$ cat config.mk
export PLATFORM = sky130hd
export DESIGN_NAME = pcx_rle_planar_decoder
export DESIGN_NICKNAME = d
export VERILOG_FILES = /design/src/rtl/pcxrle_pkg.sv /design/src/rtl/pcx_rle_planar_decoder.sv /design/src/rtl/pcxrle_front.sv /design/src/rtl/pcxrle_cmdq.sv /design/src/rtl/pcxrle_back.sv
export SDC_FILE = /design/constraint.sdc
export NUM_CORES = 1
export LEC_CHECK = 0
export BUFFER_PORTS_ARGS = -buffer_cell sky130_fd_sc_hd__buf_2
export CAP_MARGIN = 20
export CORE_ASPECT_RATIO = 1.4
export CORE_MARGIN = 5
export CORE_UTILIZATION = 24
export CTS_CLUSTER_DIAMETER = 50
export DETAILED_ROUTE_END_ITERATION = 7
export GPL_TIMING_DRIVEN = 0
export SLEW_MARGIN = 20
export SYNTH_ARGS = -nofsm -noshare
export SYNTH_HDL_FRONTEND = slang
export SYNTH_SLANG_ARGS = --single-unit
$ cat constraint.sdc
create_clock -name clock -period 6.6 [get_ports clock]
set_clock_uncertainty 0.15 [all_clocks]
set_input_delay 0.33 -clock clock [delete_from_list [all_inputs] [get_ports clock]]
set_output_delay 0.33 -clock clock [all_outputs]
set_load 0.03 [all_outputs]
$ cat src/rtl/pcxrle_pkg.sv
// Shared types and constants of the PCX run-length planar decoder.
// Used by every module of the block; depends on nothing.
package pcxrle_pkg;

   // Run header bytes start at this code; the low bits hold the run length
   localparam int unsigned RUN_BITS = 6;
   localparam logic [7:0] RUN_HEADER = 8'hC0;

   // Color planes per scanline (red, green, blue)
   localparam logic [1:0] PLANES = 2'd3;

   // Default depth of the command queue between front and back
   localparam int unsigned CMDQ_DEPTH_DEF = 4;

   // Configuration register indexes
   localparam logic [1:0] CSR_BYTES_PER_LINE = 2'd0;
   localparam logic [1:0] CSR_IMAGE_WIDTH    = 2'd1;
   localparam logic [1:0] CSR_IMAGE_HEIGHT   = 2'd2;

   // One expansion command: a value and how many times to emit it
   typedef struct packed {
      logic [7:0]          value;
      logic [RUN_BITS-1:0] count;
   } cmd_type;

   // Geometry registers
   typedef struct packed {
      logic [15:0] bytes_per_line;
      logic [15:0] image_width;
      logic [15:0] image_height;
   } cfg_type;

endpackage

$ cat src/rtl/pcx_rle_planar_decoder.sv
// Top level of the PCX run-length planar decoder: geometry registers,
// front end, command queue and back end. Depends on pcxrle_pkg.
//
// Usage:
//  Input side is a queue: drive req_stream_byte and req_push; a word is
//  taken at a clock edge with req_push high and req_full low. One word is
//  taken per cycle while the command queue has room.
//  Result side is a queue: while rsp_empty is low the oldest result sits on
//  the rsp_ ports; it is taken at an edge with rsp_pop high.
//  A literal word yields one result, a run header none, and the value word
//  after it yields the whole run, one result per cycle from the back end.
//  A literal passes the queue write at the accepting edge, the back-end load
//  and the result register before its result is on the ports.
//  Sustained rate is one result per cycle, set by the single expansion unit
//  in the back end; long runs fill the command queue and then hold req_full
//  high. If the receiver stalls, the result register holds and the back end
//  and then the queue stop; no result is lost.
//  Geometry is written on the csr_ port (always ready) while the block is
//  idle; the user must ensure this, the block does not check. Synchronous reset
//  clears position, run state and queue; registers go to 1. After the last
//  byte of the image all later words are taken and dropped until reset.
module pcx_rle_planar_decoder #(
   parameter int unsigned CMDQ_DEPTH = pcxrle_pkg::CMDQ_DEPTH_DEF
) (
   input  logic        clock,
   input  logic        reset,
   // Compressed byte input
   input  logic        req_push,
   output logic        req_full,
   input  logic [7:0]  req_stream_byte,
   // Decoded result output
   output logic        rsp_empty,
   input  logic        rsp_pop,
   output logic [7:0]  rsp_pixel_value,
   output logic [15:0] rsp_column,
   output logic [1:0]  rsp_plane,
   output logic [15:0] rsp_out_row,
   output logic        rsp_in_image,
   output logic        rsp_run_last,
   output logic        rsp_image_done,
   // Configuration writes
   input  logic        csr_valid,
   output logic        csr_ready,
   input  logic [1:0]  csr_index,
   input  logic [15:0] csr_data
);

   pcxrle_pkg::cfg_type cfg_ff;
   pcxrle_pkg::cfg_type cfg_in;
   pcxrle_pkg::cmd_type front_cmd;
   pcxrle_pkg::cmd_type head_cmd;
   logic                front_push;
   logic                cmdq_full;
   logic                cmdq_valid;
   logic                cmdq_pop;

   assign csr_ready = 1'b1;

   // Write geometry registers; unknown indexes are dropped
   always_comb begin
      cfg_in = cfg_ff;
      if (csr_valid) begin
         case (csr_index)
            pcxrle_pkg::CSR_BYTES_PER_LINE: cfg_in.bytes_per_line = csr_data;
            pcxrle_pkg::CSR_IMAGE_WIDTH:    cfg_in.image_width    = csr_data;
            pcxrle_pkg::CSR_IMAGE_HEIGHT:   cfg_in.image_height   = csr_data;
            default:                        cfg_in = cfg_ff;
         endcase
      end
   end

   always_ff @(posedge clock) begin
      if (reset) begin
         cfg_ff.bytes_per_line <= 16'd1;
         cfg_ff.image_width    <= 16'd1;
         cfg_ff.image_height   <= 16'd1;
      end else begin
         cfg_ff <= cfg_in;
      end
   end

   pcxrle_front u_front (
      .clock       (clock),
      .reset       (reset),
      .push        (req_push),
      .stream_byte (req_stream_byte),
      .full        (req_full),
      .cmd_full    (cmdq_full),
      .cmd_push    (front_push),
      .cmd         (front_cmd)
   );

   pcxrle_cmdq #(
      .DEPTH (CMDQ_DEPTH)
   ) u_cmdq (
      .clock     (clock),
      .reset     (reset),
      .push      (front_push),
      .push_cmd  (front_cmd),
      .full      (cmdq_full),
      .pop       (cmdq_pop),
      .head_cmd  (head_cmd),
      .not_empty (cmdq_valid)
   );

   pcxrle_back u_back (
      .clock           (clock),
      .reset           (reset),
      .cfg             (cfg_ff),
      .cmd_valid       (cmdq_valid),
      .cmd             (head_cmd),
      .cmd_pop         (cmdq_pop),
      .rsp_empty       (rsp_empty),
      .rsp_pop         (rsp_pop),
      .rsp_pixel_value (rsp_pixel_value),
      .rsp_column      (rsp_column),
      .rsp_plane       (rsp_plane),
      .rsp_out_row     (rsp_out_row),
      .rsp_in_image    (rsp_in_image),
      .rsp_run_last    (rsp_run_last),
      .rsp_image_done  (rsp_image_done)
   );

`ifndef NO_ASSERTIONS
   // The end of the image always closes the run that reached it
   a_done_closes_run: assert property (@(posedge clock) disable iff (reset)
      (!rsp_empty && rsp_image_done) |-> rsp_run_last)
      else $error("image_done without run_last");

   // Padding flag agrees with the visible width
   a_in_image_flag: assert property (@(posedge clock) disable iff (reset)
      !rsp_empty |-> (rsp_in_image == (rsp_column < cfg_ff.image_width)))
      else $error("in_image does not match column");

   // Plane counter never leaves red, green, blue
   a_plane_range: assert property (@(posedge clock) disable iff (reset)
      !rsp_empty |-> (rsp_plane != 2'd3))
      else $error("plane out of range");
`endif

endmodule

$ cat src/rtl/pcxrle_front.sv
// Front end: accepts stream bytes, splits run headers from literals and
// queues expansion commands. Depends on pcxrle_pkg.
module pcxrle_front (
   input  logic                clock,
   input  logic                reset,
   input  logic                push,
   input  logic [7:0]          stream_byte,
   output logic                full,
   input  logic                cmd_full,
   output logic                cmd_push,
   output pcxrle_pkg::cmd_type cmd
);

   logic                                await_value_ff;
   logic                                await_value_in;
   logic [pcxrle_pkg::RUN_BITS-1:0]     pending_run_ff;
   logic [pcxrle_pkg::RUN_BITS-1:0]     pending_run_in;
   logic                                accept;
   logic                                is_header;

   assign full      = cmd_full;
   assign accept    = push && !cmd_full;
   assign is_header = (stream_byte >= pcxrle_pkg::RUN_HEADER);

   // Classify the word: value of a pending run, literal, or run header
   always_comb begin
      await_value_in = await_value_ff;
      pending_run_in = pending_run_ff;
      cmd_push       = 1'b0;
      cmd.value      = stream_byte;
      cmd.count      = pcxrle_pkg::RUN_BITS'(1);
      if (accept) begin
         if (await_value_ff) begin
            await_value_in = 1'b0;
            pending_run_in = '0;
            cmd.count      = pending_run_ff;
            // drop zero-length runs here
            cmd_push       = (pending_run_ff != '0);
         end else if (!is_header) begin
            cmd_push = 1'b1;
         end else begin
            pending_run_in = stream_byte[pcxrle_pkg::RUN_BITS-1:0];
            await_value_in = 1'b1;
         end
      end
   end

   always_ff @(posedge clock) begin
      if (reset) begin
         await_value_ff <= 1'b0;
         pending_run_ff <= '0;
      end else begin
         await_value_ff <= await_value_in;
         pending_run_ff <= pending_run_in;
      end
   end

endmodule

$ cat src/rtl/pcxrle_cmdq.sv
// Short command queue between front and back ends.
// Depends on pcxrle_pkg for the command type.
module pcxrle_cmdq #(
   parameter int unsigned DEPTH = pcxrle_pkg::CMDQ_DEPTH_DEF
) (
   input  logic                clock,
   input  logic                reset,
   input  logic                push,
   input  pcxrle_pkg::cmd_type push_cmd,
   output logic                full,
   input  logic                pop,
   output pcxrle_pkg::cmd_type head_cmd,
   output logic                not_empty
);

   localparam int unsigned PTR_W = (DEPTH > 1) ? $clog2(DEPTH) : 1;
   localparam int unsigned CNT_W = $clog2(DEPTH + 1);
   localparam logic [PTR_W-1:0] LAST_PTR = PTR_W'(DEPTH - 1);

   pcxrle_pkg::cmd_type slot_ff [DEPTH];
   logic [PTR_W-1:0]    wr_ptr_ff;
   logic [PTR_W-1:0]    wr_ptr_in;
   logic [PTR_W-1:0]    rd_ptr_ff;
   logic [PTR_W-1:0]    rd_ptr_in;
   logic [CNT_W-1:0]    count_ff;
   logic [CNT_W-1:0]    count_in;
   logic                do_push;
   logic                do_pop;

   assign full      = (count_ff == CNT_W'(DEPTH));
   assign not_empty = (count_ff != '0);
   assign head_cmd  = slot_ff[rd_ptr_ff];
   assign do_push   = push && !full;
   assign do_pop    = pop && not_empty;

   // Advance pointers with wrap at the queue depth
   always_comb begin
      wr_ptr_in = wr_ptr_ff;
      rd_ptr_in = rd_ptr_ff;
      count_in  = count_ff;
      if (do_push) begin
         wr_ptr_in = (wr_ptr_ff == LAST_PTR) ? '0 : wr_ptr_ff + PTR_W'(1);
      end
      if (do_pop) begin
         rd_ptr_in = (rd_ptr_ff == LAST_PTR) ? '0 : rd_ptr_ff + PTR_W'(1);
      end
      if (do_push && !do_pop) begin
         count_in = count_ff + CNT_W'(1);
      end else if (do_pop && !do_push) begin
         count_in = count_ff - CNT_W'(1);
      end
   end

   always_ff @(posedge clock) begin
      if (reset) begin
         wr_ptr_ff <= '0;
         rd_ptr_ff <= '0;
         count_ff  <= '0;
      end else begin
         wr_ptr_ff <= wr_ptr_in;
         rd_ptr_ff <= rd_ptr_in;
         count_ff  <= count_in;
      end
   end

   // Store the pushed command
   always_ff @(posedge clock) begin
      if (do_push) begin
         slot_ff[wr_ptr_ff] <= push_cmd;
      end
   end

endmodule

$ cat src/rtl/pcxrle_back.sv
// Back end: expands queued commands one byte per cycle while not stalled,
// tracks column, plane and row, holds the result word. Depends on pcxrle_pkg.
module pcxrle_back (
   input  logic                clock,
   input  logic                reset,
   input  pcxrle_pkg::cfg_type cfg,
   input  logic                cmd_valid,
   input  pcxrle_pkg::cmd_type cmd,
   output logic                cmd_pop,
   output logic                rsp_empty,
   input  logic                rsp_pop,
   output logic [7:0]          rsp_pixel_value,
   output logic [15:0]         rsp_column,
   output logic [1:0]          rsp_plane,
   output logic [15:0]         rsp_out_row,
   output logic                rsp_in_image,
   output logic                rsp_run_last,
   output logic                rsp_image_done
);

   // Current command
   logic                            cur_valid_ff;
   logic                            cur_valid_in;
   logic [7:0]                      cur_value_ff;
   logic [7:0]                      cur_value_in;
   logic [pcxrle_pkg::RUN_BITS-1:0] cur_left_ff;
   logic [pcxrle_pkg::RUN_BITS-1:0] cur_left_in;
   // Position of the next byte
   logic [15:0]                     col_ff;
   logic [15:0]                     col_in;
   logic [1:0]                      plane_ff;
   logic [1:0]                      plane_in;
   logic [15:0]                     row_ff;
   logic [15:0]                     row_in;
   logic                            finished_ff;
   logic                            finished_in;
   // Result word
   logic                            out_valid_ff;
   logic                            out_valid_in;

   logic [15:0] bpl_eff;
   logic [15:0] height_eff;
   logic [16:0] col_inc;
   logic [1:0]  plane_inc;
   logic [16:0] row_inc;
   logic        col_wrap;
   logic        plane_wrap;
   logic        row_wrap;
   logic        emit;
   logic        last;
   logic        done;
   logic        load;

   // Zero limits act as one
   assign bpl_eff    = (cfg.bytes_per_line == '0) ? 16'd1 : cfg.bytes_per_line;
   assign height_eff = (cfg.image_height == '0) ? 16'd1 : cfg.image_height;

   // Step the position counters
   assign col_inc    = {1'b0, col_ff} + 17'd1;
   assign col_wrap   = col_inc[16] || (col_inc[15:0] >= bpl_eff);
   assign plane_inc  = plane_ff + 2'd1;
   assign plane_wrap = (plane_inc >= pcxrle_pkg::PLANES);
   assign row_inc    = {1'b0, row_ff} + 17'd1;
   assign row_wrap   = row_inc[16] || (row_inc[15:0] >= height_eff);

   assign emit = cur_valid_ff && (!out_valid_ff || rsp_pop);
   assign last = (cur_left_ff == pcxrle_pkg::RUN_BITS'(1));
   assign done = col_wrap && plane_wrap && row_wrap;

   // Take the next command when the current one frees up; drop all after the end
   assign load    = !finished_ff && cmd_valid &&
                    (!cur_valid_ff || (emit && last && !done));
   assign cmd_pop = cmd_valid && (finished_ff || load);

   always_comb begin
      cur_valid_in = cur_valid_ff;
      cur_value_in = cur_value_ff;
      cur_left_in  = cur_left_ff;
      col_in       = col_ff;
      plane_in     = plane_ff;
      row_in       = row_ff;
      finished_in  = finished_ff;
      out_valid_in = out_valid_ff;
      if (emit) begin
         out_valid_in = 1'b1;
         cur_left_in  = cur_left_ff - pcxrle_pkg::RUN_BITS'(1);
         if (last || done) begin
            cur_valid_in = 1'b0;
         end
         if (col_wrap) begin
            col_in = '0;
            if (plane_wrap) begin
               plane_in = '0;
               if (row_wrap) begin
                  finished_in = 1'b1;
               end
               row_in = row_inc[15:0];
            end else begin
               plane_in = plane_inc;
            end
         end else begin
            col_in = col_inc[15:0];
         end
      end else if (rsp_pop) begin
         out_valid_in = 1'b0;
      end
      if (load) begin
         cur_valid_in = 1'b1;
         cur_value_in = cmd.value;
         cur_left_in  = cmd.count;
      end
   end

   always_ff @(posedge clock) begin
      if (reset) begin
         cur_valid_ff <= 1'b0;
         cur_left_ff  <= '0;
         col_ff       <= '0;
         plane_ff     <= '0;
         row_ff       <= '0;
         finished_ff  <= 1'b0;
         out_valid_ff <= 1'b0;
      end else begin
         cur_valid_ff <= cur_valid_in;
         cur_left_ff  <= cur_left_in;
         col_ff       <= col_in;
         plane_ff     <= plane_in;
         row_ff       <= row_in;
         finished_ff  <= finished_in;
         out_valid_ff <= out_valid_in;
      end
   end

   // Capture the result word
   always_ff @(posedge clock) begin
      cur_value_ff <= cur_value_in;
      if (emit) begin
         rsp_pixel_value <= cur_value_ff;
         rsp_column      <= col_ff;
         rsp_plane       <= plane_ff;
         rsp_out_row     <= height_eff - 16'd1 - row_ff;
         rsp_in_image    <= (col_ff < cfg.image_width);
         rsp_run_last    <= last || done;
         rsp_image_done  <= done;
      end
   end

   assign rsp_empty = !out_valid_ff;

endmodule

# ---- Word level (Yosys, flattened, before mapping)
# Memory sizes are Yosys's and may differ from the RTL's. A register that Yosys moved wholly into a read port is not among the register bits.
# Cells that the tools add are included.
# W data, S select, Z words.
dict set report op_classes {
  add_sub_neg 10
  magnitude_cmp 5
  eq_ne 6
  n_mux 28
  n_reduce_logical 44
}
# op n
set op_table {}
lappend op_table {{$mux W16} 3}
lappend op_table {{$mux W6} 6}
lappend op_table {{$add A16 B1 Y17 const B} 2}
lappend op_table {{$ge A16 B16 Y1} 2}
lappend op_table {{$logic_not A16 Y1} 2}
lappend op_table {{$lt A16 B16 Y1} 1}
lappend op_table {{$sub A16 B1 Y16 const B} 1}
lappend op_table {{$sub A16 B16 Y16} 1}
lappend op_table {{$logic_and A1 B1 Y1} 13}
lappend op_table {{$mux W1} 12}
lappend op_table {{$reduce_and A2 Y1} 6}
lappend op_table {{$mux W2} 5}
lappend op_table {{$reduce_bool A2 Y1} 5}
lappend op_table {{$ge A8 B8 Y1 const B} 1}
lappend op_table {{$logic_not A1 Y1} 7}
lappend op_table {{$add A2 B1 Y2 const B} 3}
lappend op_table {{$eq A2 B2 Y1 const B} 3}
lappend op_table {{$eq A6 B1 Y1 const B} 1}
lappend op_table {{$logic_or A1 B1 Y1} 6}
lappend op_table {{$mux W3} 2}
lappend op_table {{$reduce_bool A6 Y1} 1}
lappend op_table {{$sub A6 B1 Y6 const B} 1}
lappend op_table {{$reduce_and A4 Y1} 1}
lappend op_table {{$add A3 B1 Y3 const B} 1}
lappend op_table {{7 further kinds} 7}
dict set report totals {
  register_bits 158
  ramBits 56
  mem_count 1
}
# name words width read_ports rd_ports_with_merged_regs write_ports line
set mem_list {}
lappend mem_list {u_cmdq.slot_ff 4 14 1 1 1 pcxrle_cmdq.sv:20} ;# pcxrle_pkg::cmd_type slot_ff [DEPTH];

# ---- Depth between registers and ports, before layout
dict set report logic_depth {
  depth_word 16
  depth_mapped 19
}

# ---- Cells and area by module
# Synthesis repeated with hierarchy kept, for this count alone.
dict set report hier_totals {
  hier_cells 1003
  area_unflattened_um2 11024.3
}
# mod instances cells_each area_each_um2
set by_module_without_submodules {}
lappend by_module_without_submodules {pcxrle_back 1 647 6090.8}
lappend by_module_without_submodules {pcxrle_cmdq 1 123 2522.4}
lappend by_module_without_submodules {pcx_rle_planar_decoder 1 180 1961.9}
lappend by_module_without_submodules {pcxrle_front 1 53 449.2}

# ---- Least setup slack after synthesis
# Ideal clock, no wire load.
dict set report synth_path {
  kind {reg2reg}
  from {reg u_back.col_ff[6]}
  to {reg u_cmdq.count_ff[2]}
  arrival_ns 3.977
  path_slack_ns 2.403
  stages_incl_launch_ff 18
  n_path_buf 1
  path_cell_list {dfxtp_1 > buf_2 > nand4_1 > nor4_1 > nand2_1 > xnor2_1 > ha_1 > nand4_2 > nor4_2 > o211ai_2 > nand3_1 > a41o_1 > ha_1 > inv_1 > fa_1 > xor2_1 > or3_1 > a21oi_1}
}
dict set report synth_between {
  elab_chain_cells 15
  elab_cells_between_ends 17
  classes_between {1 x add/sub; 1 x order compare; 1 x mux; 14 x reduce/logical}
}
# element line
set synth_rtl {}
lappend synth_rtl {{start: declaration} pcxrle_back.sv:29} ;# logic [15:0] col_ff;
lappend synth_rtl {{start signal: assignment} pcxrle_back.sv:126} ;# col_ff <= col_in;
lappend synth_rtl {{$add A16 B1 Y17 (*)} pcxrle_back.sv:59} ;# assign col_inc = {1'b0, col_ff} + 17'd1;
lappend synth_rtl {{$ge A16 B16 Y1} pcxrle_back.sv:60} ;# assign col_wrap = col_inc[16] || (col_inc[15:0] >= bpl_eff);
lappend synth_rtl {{$logic_or A1 B1 Y1 (*)} pcxrle_back.sv:60}
lappend synth_rtl {{$logic_and A1 B1 Y1 (*) (2 in a row)} pcxrle_back.sv:68} ;# assign done = col_wrap && plane_wrap && row_wrap;
lappend synth_rtl {{$logic_not A1 Y1 (*)} pcxrle_back.sv:72} ;# (!cur_valid_ff || (emit && last && !done));
lappend synth_rtl {{$logic_and A1 B1 Y1 (*)} pcxrle_back.sv:72}
lappend synth_rtl {{$logic_or A1 B1 Y1 (*)} pcxrle_back.sv:72}
lappend synth_rtl {{$logic_and A1 B1 Y1 (*)} pcxrle_back.sv:71} ;# assign load = !finished_ff && cmd_valid &&
lappend synth_rtl {{$logic_or A1 B1 Y1 (*)} pcxrle_back.sv:73} ;# assign cmd_pop = cmd_valid && (finished_ff || load);
lappend synth_rtl {{$logic_and A1 B1 Y1 (*)} pcxrle_back.sv:73}
lappend synth_rtl {{$logic_and A1 B1 Y1 (*)} pcxrle_cmdq.sv:34} ;# assign do_pop = pop && not_empty;
lappend synth_rtl {{$logic_not A1 Y1} pcxrle_cmdq.sv:47} ;# if (do_push && !do_pop) begin
lappend synth_rtl {{$logic_and A1 B1 Y1} pcxrle_cmdq.sv:47}
lappend synth_rtl {{$mux W3 / $reduce_bool A2 Y1 (equally long branches)} --}
lappend synth_rtl {{end signal: assignment} pcxrle_cmdq.sv:62} ;# count_ff <= count_in;
lappend synth_rtl {{end: declaration} pcxrle_cmdq.sv:25} ;# logic [CNT_W-1:0] count_ff;
# Every way passes the cells marked *; elsewhere a longest branch is shown, timed or not.
# A chain may end at the register's enable or synchronous reset.

# ---- Worst setup path after layout
# Same ends and word-level chain as after synthesis.

==> results summary <==
The placeable core region is 0.0431 sq mm. The flow ran to the end, and the final reports show no timing, DRC or antenna violations. The critical path in this run is classified as flop to flop. The max-slew violation count came out at 0.

STA classifies the critical path endpoint as a flop. The width of the chip came out at 186 um. The critical path goes through buf_2 > nand4_1 > nor4_1 > nand2_1 > xnor2_1 > ha_1 > nand4_2 > nor4_2 > o211ai_2 > nand3_1 > a41o_1 > ha_1 > inv_1 > fa_1 > xor2_1 > or3_1 > a21oi_1. The post-detailed-route count of antenna-violating nets came out at 0. The number of gates resized after CTS was 0.

The highest achievable clock rate is 0.207 GHz. The die extent in y is 257 um. The overflow left after global routing is 0. The synthesized design contains 216 register bits.

The number of setup buffers added after CTS is 0. No sink is reached through more buffers than the 3 on the longest clock path. At the end of the flow the core is filled with cells to 0.296. The slowest stage of the critical path belongs to the cell nor4_1. The die outline area came out at 0.0478 sq mm. The final layout contains 1,240 nets. Along the worst path, the maximum fanout reaches 7. Dividing the detail-routed via count by the number of cells gives 4.39. The number of nets in the synthesized netlist is 1,107. For this run, the register share of the synthesized area comes to 0.519. In the synthesized netlist the dominant register cell turns out to be edfxtp_1. The relative slew slack came out at 0.407. The share of synthesized area spent on multiplexers is 0.0422. The setup TNS after final layout is 0 ns. The total vias in the final route came out at 7,490. Compared with the post-synthesis result, the final layout area differs by 22.1%.

Across the run, the number of max-cap violations was 0. The area occupied by multi-input gates came out at 0.00454 sq mm. Port buffering added 77 buffers. The slack of the worst reg-to-reg path came out at 1.76 ns. The arrival time of the worst setup path came out at 5.16 ns. The number of distinct standard cells referenced by the synthesized netlist is 65. Buffers inserted during clock tree synthesis total 28. Setup repair after global routing left no endpoint under its margin. The worst setup path is launched from a flop.

The global-route usage over all layers is 0.105. TritonCTS built the clock tree. Summing all flip-flop and latch instances after layout gives 0.00542 sq mm. The dominant combinational cell family by area after synthesis is simple AND/OR/NAND/NOR gates. The count of endpoints failing setup in the final report came out at 0.

The HPWL after detailed placement is 19.7 mm. The number of rows created at floorplan came out at 90. The fraction of registers with async set/reset came out at 0. The total clock sinks came out at 216. The number of placed I/O pins came out at 79.

The final estimated routing congestion in global placement is 0.851. The number of endpoints with negative hold slack in the final report was 0. The adder and majority cell fraction of the synthesized area came out at 0.0901. CTS built an H-tree with a depth of 1. The first-pass GRT wire length came out at 40.2 mm. The clock input transition at the sequential cells of the worst setup and hold paths came out at 0.06 ns. The top cell types in the final layout, fill and taps aside, are nand2_1, edfxtp_1, dfxtp_1, a21oi_1, buf_2. The repair_antennas step left the layout with diodes totalling 0.

The initial core utilization is 0.242. The number of standard cells after synthesis is 1,002. The average footprint of a synthesized cell came out at 10.4 sq um. The largest incremental delay on the critical path came out at 0.63 ns.

The ratio of final minimum period to clock period came out at 0.734. The detailed router finished its first iteration with 319 violations. The number of buffers added to fix hold violations after cts is 25. The total of warnings raised by yosys came out at 0. The simple-gate share of the synthesized area is 0.147. The commonest non-fill, non-tap cell in the layout is nand2_1.

The power per cell area came out at 327 mW/mm^2. At the worst endpoint, the required time is 6.92 ns. The latest clock arrival within the worst-skew pair is 0.54 ns. The most numerous cell type found on the critical path is ha_1. The final wirelength is 25.5 mm. The maximum number of pins on one net before global-route repair is 29. In the routed design, unresolved DRC markers number 0. The post-synth design cell area came out at 0.0104 sq mm. The standby leakage power came out at 4.71 nW. IR analysis of the VDD net gives a maximum drop of 0.000290 V. The clock period minus worst slack is 4.84 ns. The layout has 4,474 filler cells.

The count of flip-flops with a built-in enable after synthesis came out at 109. The initial antenna violation count came to 1. The share of final-layout standard cells stronger than drive strength 1 came out at 0.142. The min-delay analysis places its worst path in the category primary input to flop.

The synthesized-area fraction occupied by xor and xnor cells is 0.0528. The measured slew at the worst slew-check pin came out at 0.883 ns. The number of global-route vias before repair came out at 7,584. CTS placed an instance of clkbuf_16 at the clock tree root. The first detailed-routing pass took 5 iterations.

The synthesized-area fraction occupied by ao, oa, aoi and oai cells is 0.103. The overall power after layout came out at 4.16 mW. The routed wire length per instance is 15.0 um.
-- final timing paths --
kind / startpoint / end / cells after the start
worst min-delay path: req_push / u_front.await_value_ff$_SDFFE_PP0P_ / 4
worst min register to register: u_back.cur_value_ff[3]$_DFFE_PN_ / u_back.rsp_pixel_value[3]$_DFFE_PP_ / 0
worst max-delay path: u_back.col_ff[6]$_SDFFE_PP0P_ / u_cmdq.count_ff[2]$_SDFFE_PP0P_ / 17
worst max register to register: u_back.col_ff[6]$_SDFFE_PP0P_ / u_cmdq.count_ff[2]$_SDFFE_PP0P_ / 17
-- metrics by stage --
stage               hold WS [ns]  instance area (sq um)  setup slack (ns)  cells
CTS                       0.0163                  12700              1.76   1706
floorplan                  0.250                  10400              2.40   1002
detailed placement         0.259                  11500              1.79   1632
global placement           0.255                  11500              1.83   1631
global route              0.0671                  12700              1.35   1706
finish                    0.0306                  12700              1.76   1706
-- registers in the layout, summed over array words and instances (netlist names), 3 cells and up, named ones only --
register and count:
u_back.cur_left_ff 6, cfg_ff 48, u_front.pending_run_ff 6, u_cmdq.slot_ff 56
u_cmdq.count_ff 3, u_back.col_ff 16, u_back.rsp_out_row 16, u_back.cur_value_ff 8
u_back.rsp_pixel_value 8, u_back.rsp_column 16, u_back.row_ff 16
-- cell type report --
type,count,area share
well taps,552,0.0542
inverters,76,0.0224
repair buffers,103,0.0514
clock buffers,33,0.0622
clock inverters,16,0.0128
plain buffers,48,0.0157
flip-flops and latches,216,0.425
multi-input cells,662,0.356
-- cell usage after synthesis, drive strengths merged (19+ instances only) --
cell      n  area share
nor3     19      0.0091
a21oi    88       0.042
nand3    23       0.012
inv      76       0.027
nand2   144       0.052
a21o     20       0.014
nor2     60       0.022
edfxtp  109        0.31
o21ai    23       0.011
ha       72       0.086
dfxtp   107        0.21
xnor2    49       0.041
clkbuf   40       0.014
-- report_power, final --
part	switching, mW	internal, mW	total [mW]
registers	0.0834	1.64	1.72
logic	0.579	0.340	0.919
clock network	0.584	0.939	1.52
total	1.25	2.92	4.16
-- cells by family (layout without fill, tap and decap cells) --
kind of cell,count (synthesis),count (layout)
AND/OR/NAND/NOR,327,327
AO/OA/AOI/OAI,171,171
other,1,1
flip-flops,216,216
buffers and inverters,124,276
adder cells (fa/ha/maj),74,74
multiplexers,26,26
XOR/XNOR,63,63
-- critical path: cells and delay by family (launching register included) --
kind | cells | cell delay (ns)
AO/OA/AOI/OAI | 3 | 0.63
XOR/XNOR | 2 | 0.36
adder cells (fa/ha/maj) | 3 | 0.92
buffers and inverters | 2 | 0.27
flip-flops | 1 | 0.37
AND/OR/NAND/NOR | 7 | 2.06
-- layer usage --
metal  share of wire  up-vias  wire length (um)  GRT usage
met3           0.042       51              1080     0.0157
met5         0.00051        -                13          0
met4           0.027        2               690     0.0271
met2            0.56      145             14300      0.209
li1                -     3770                 -          -
met1            0.37     3522              9470      0.111
No activity file was read; power rests on OpenSTA's default activity.
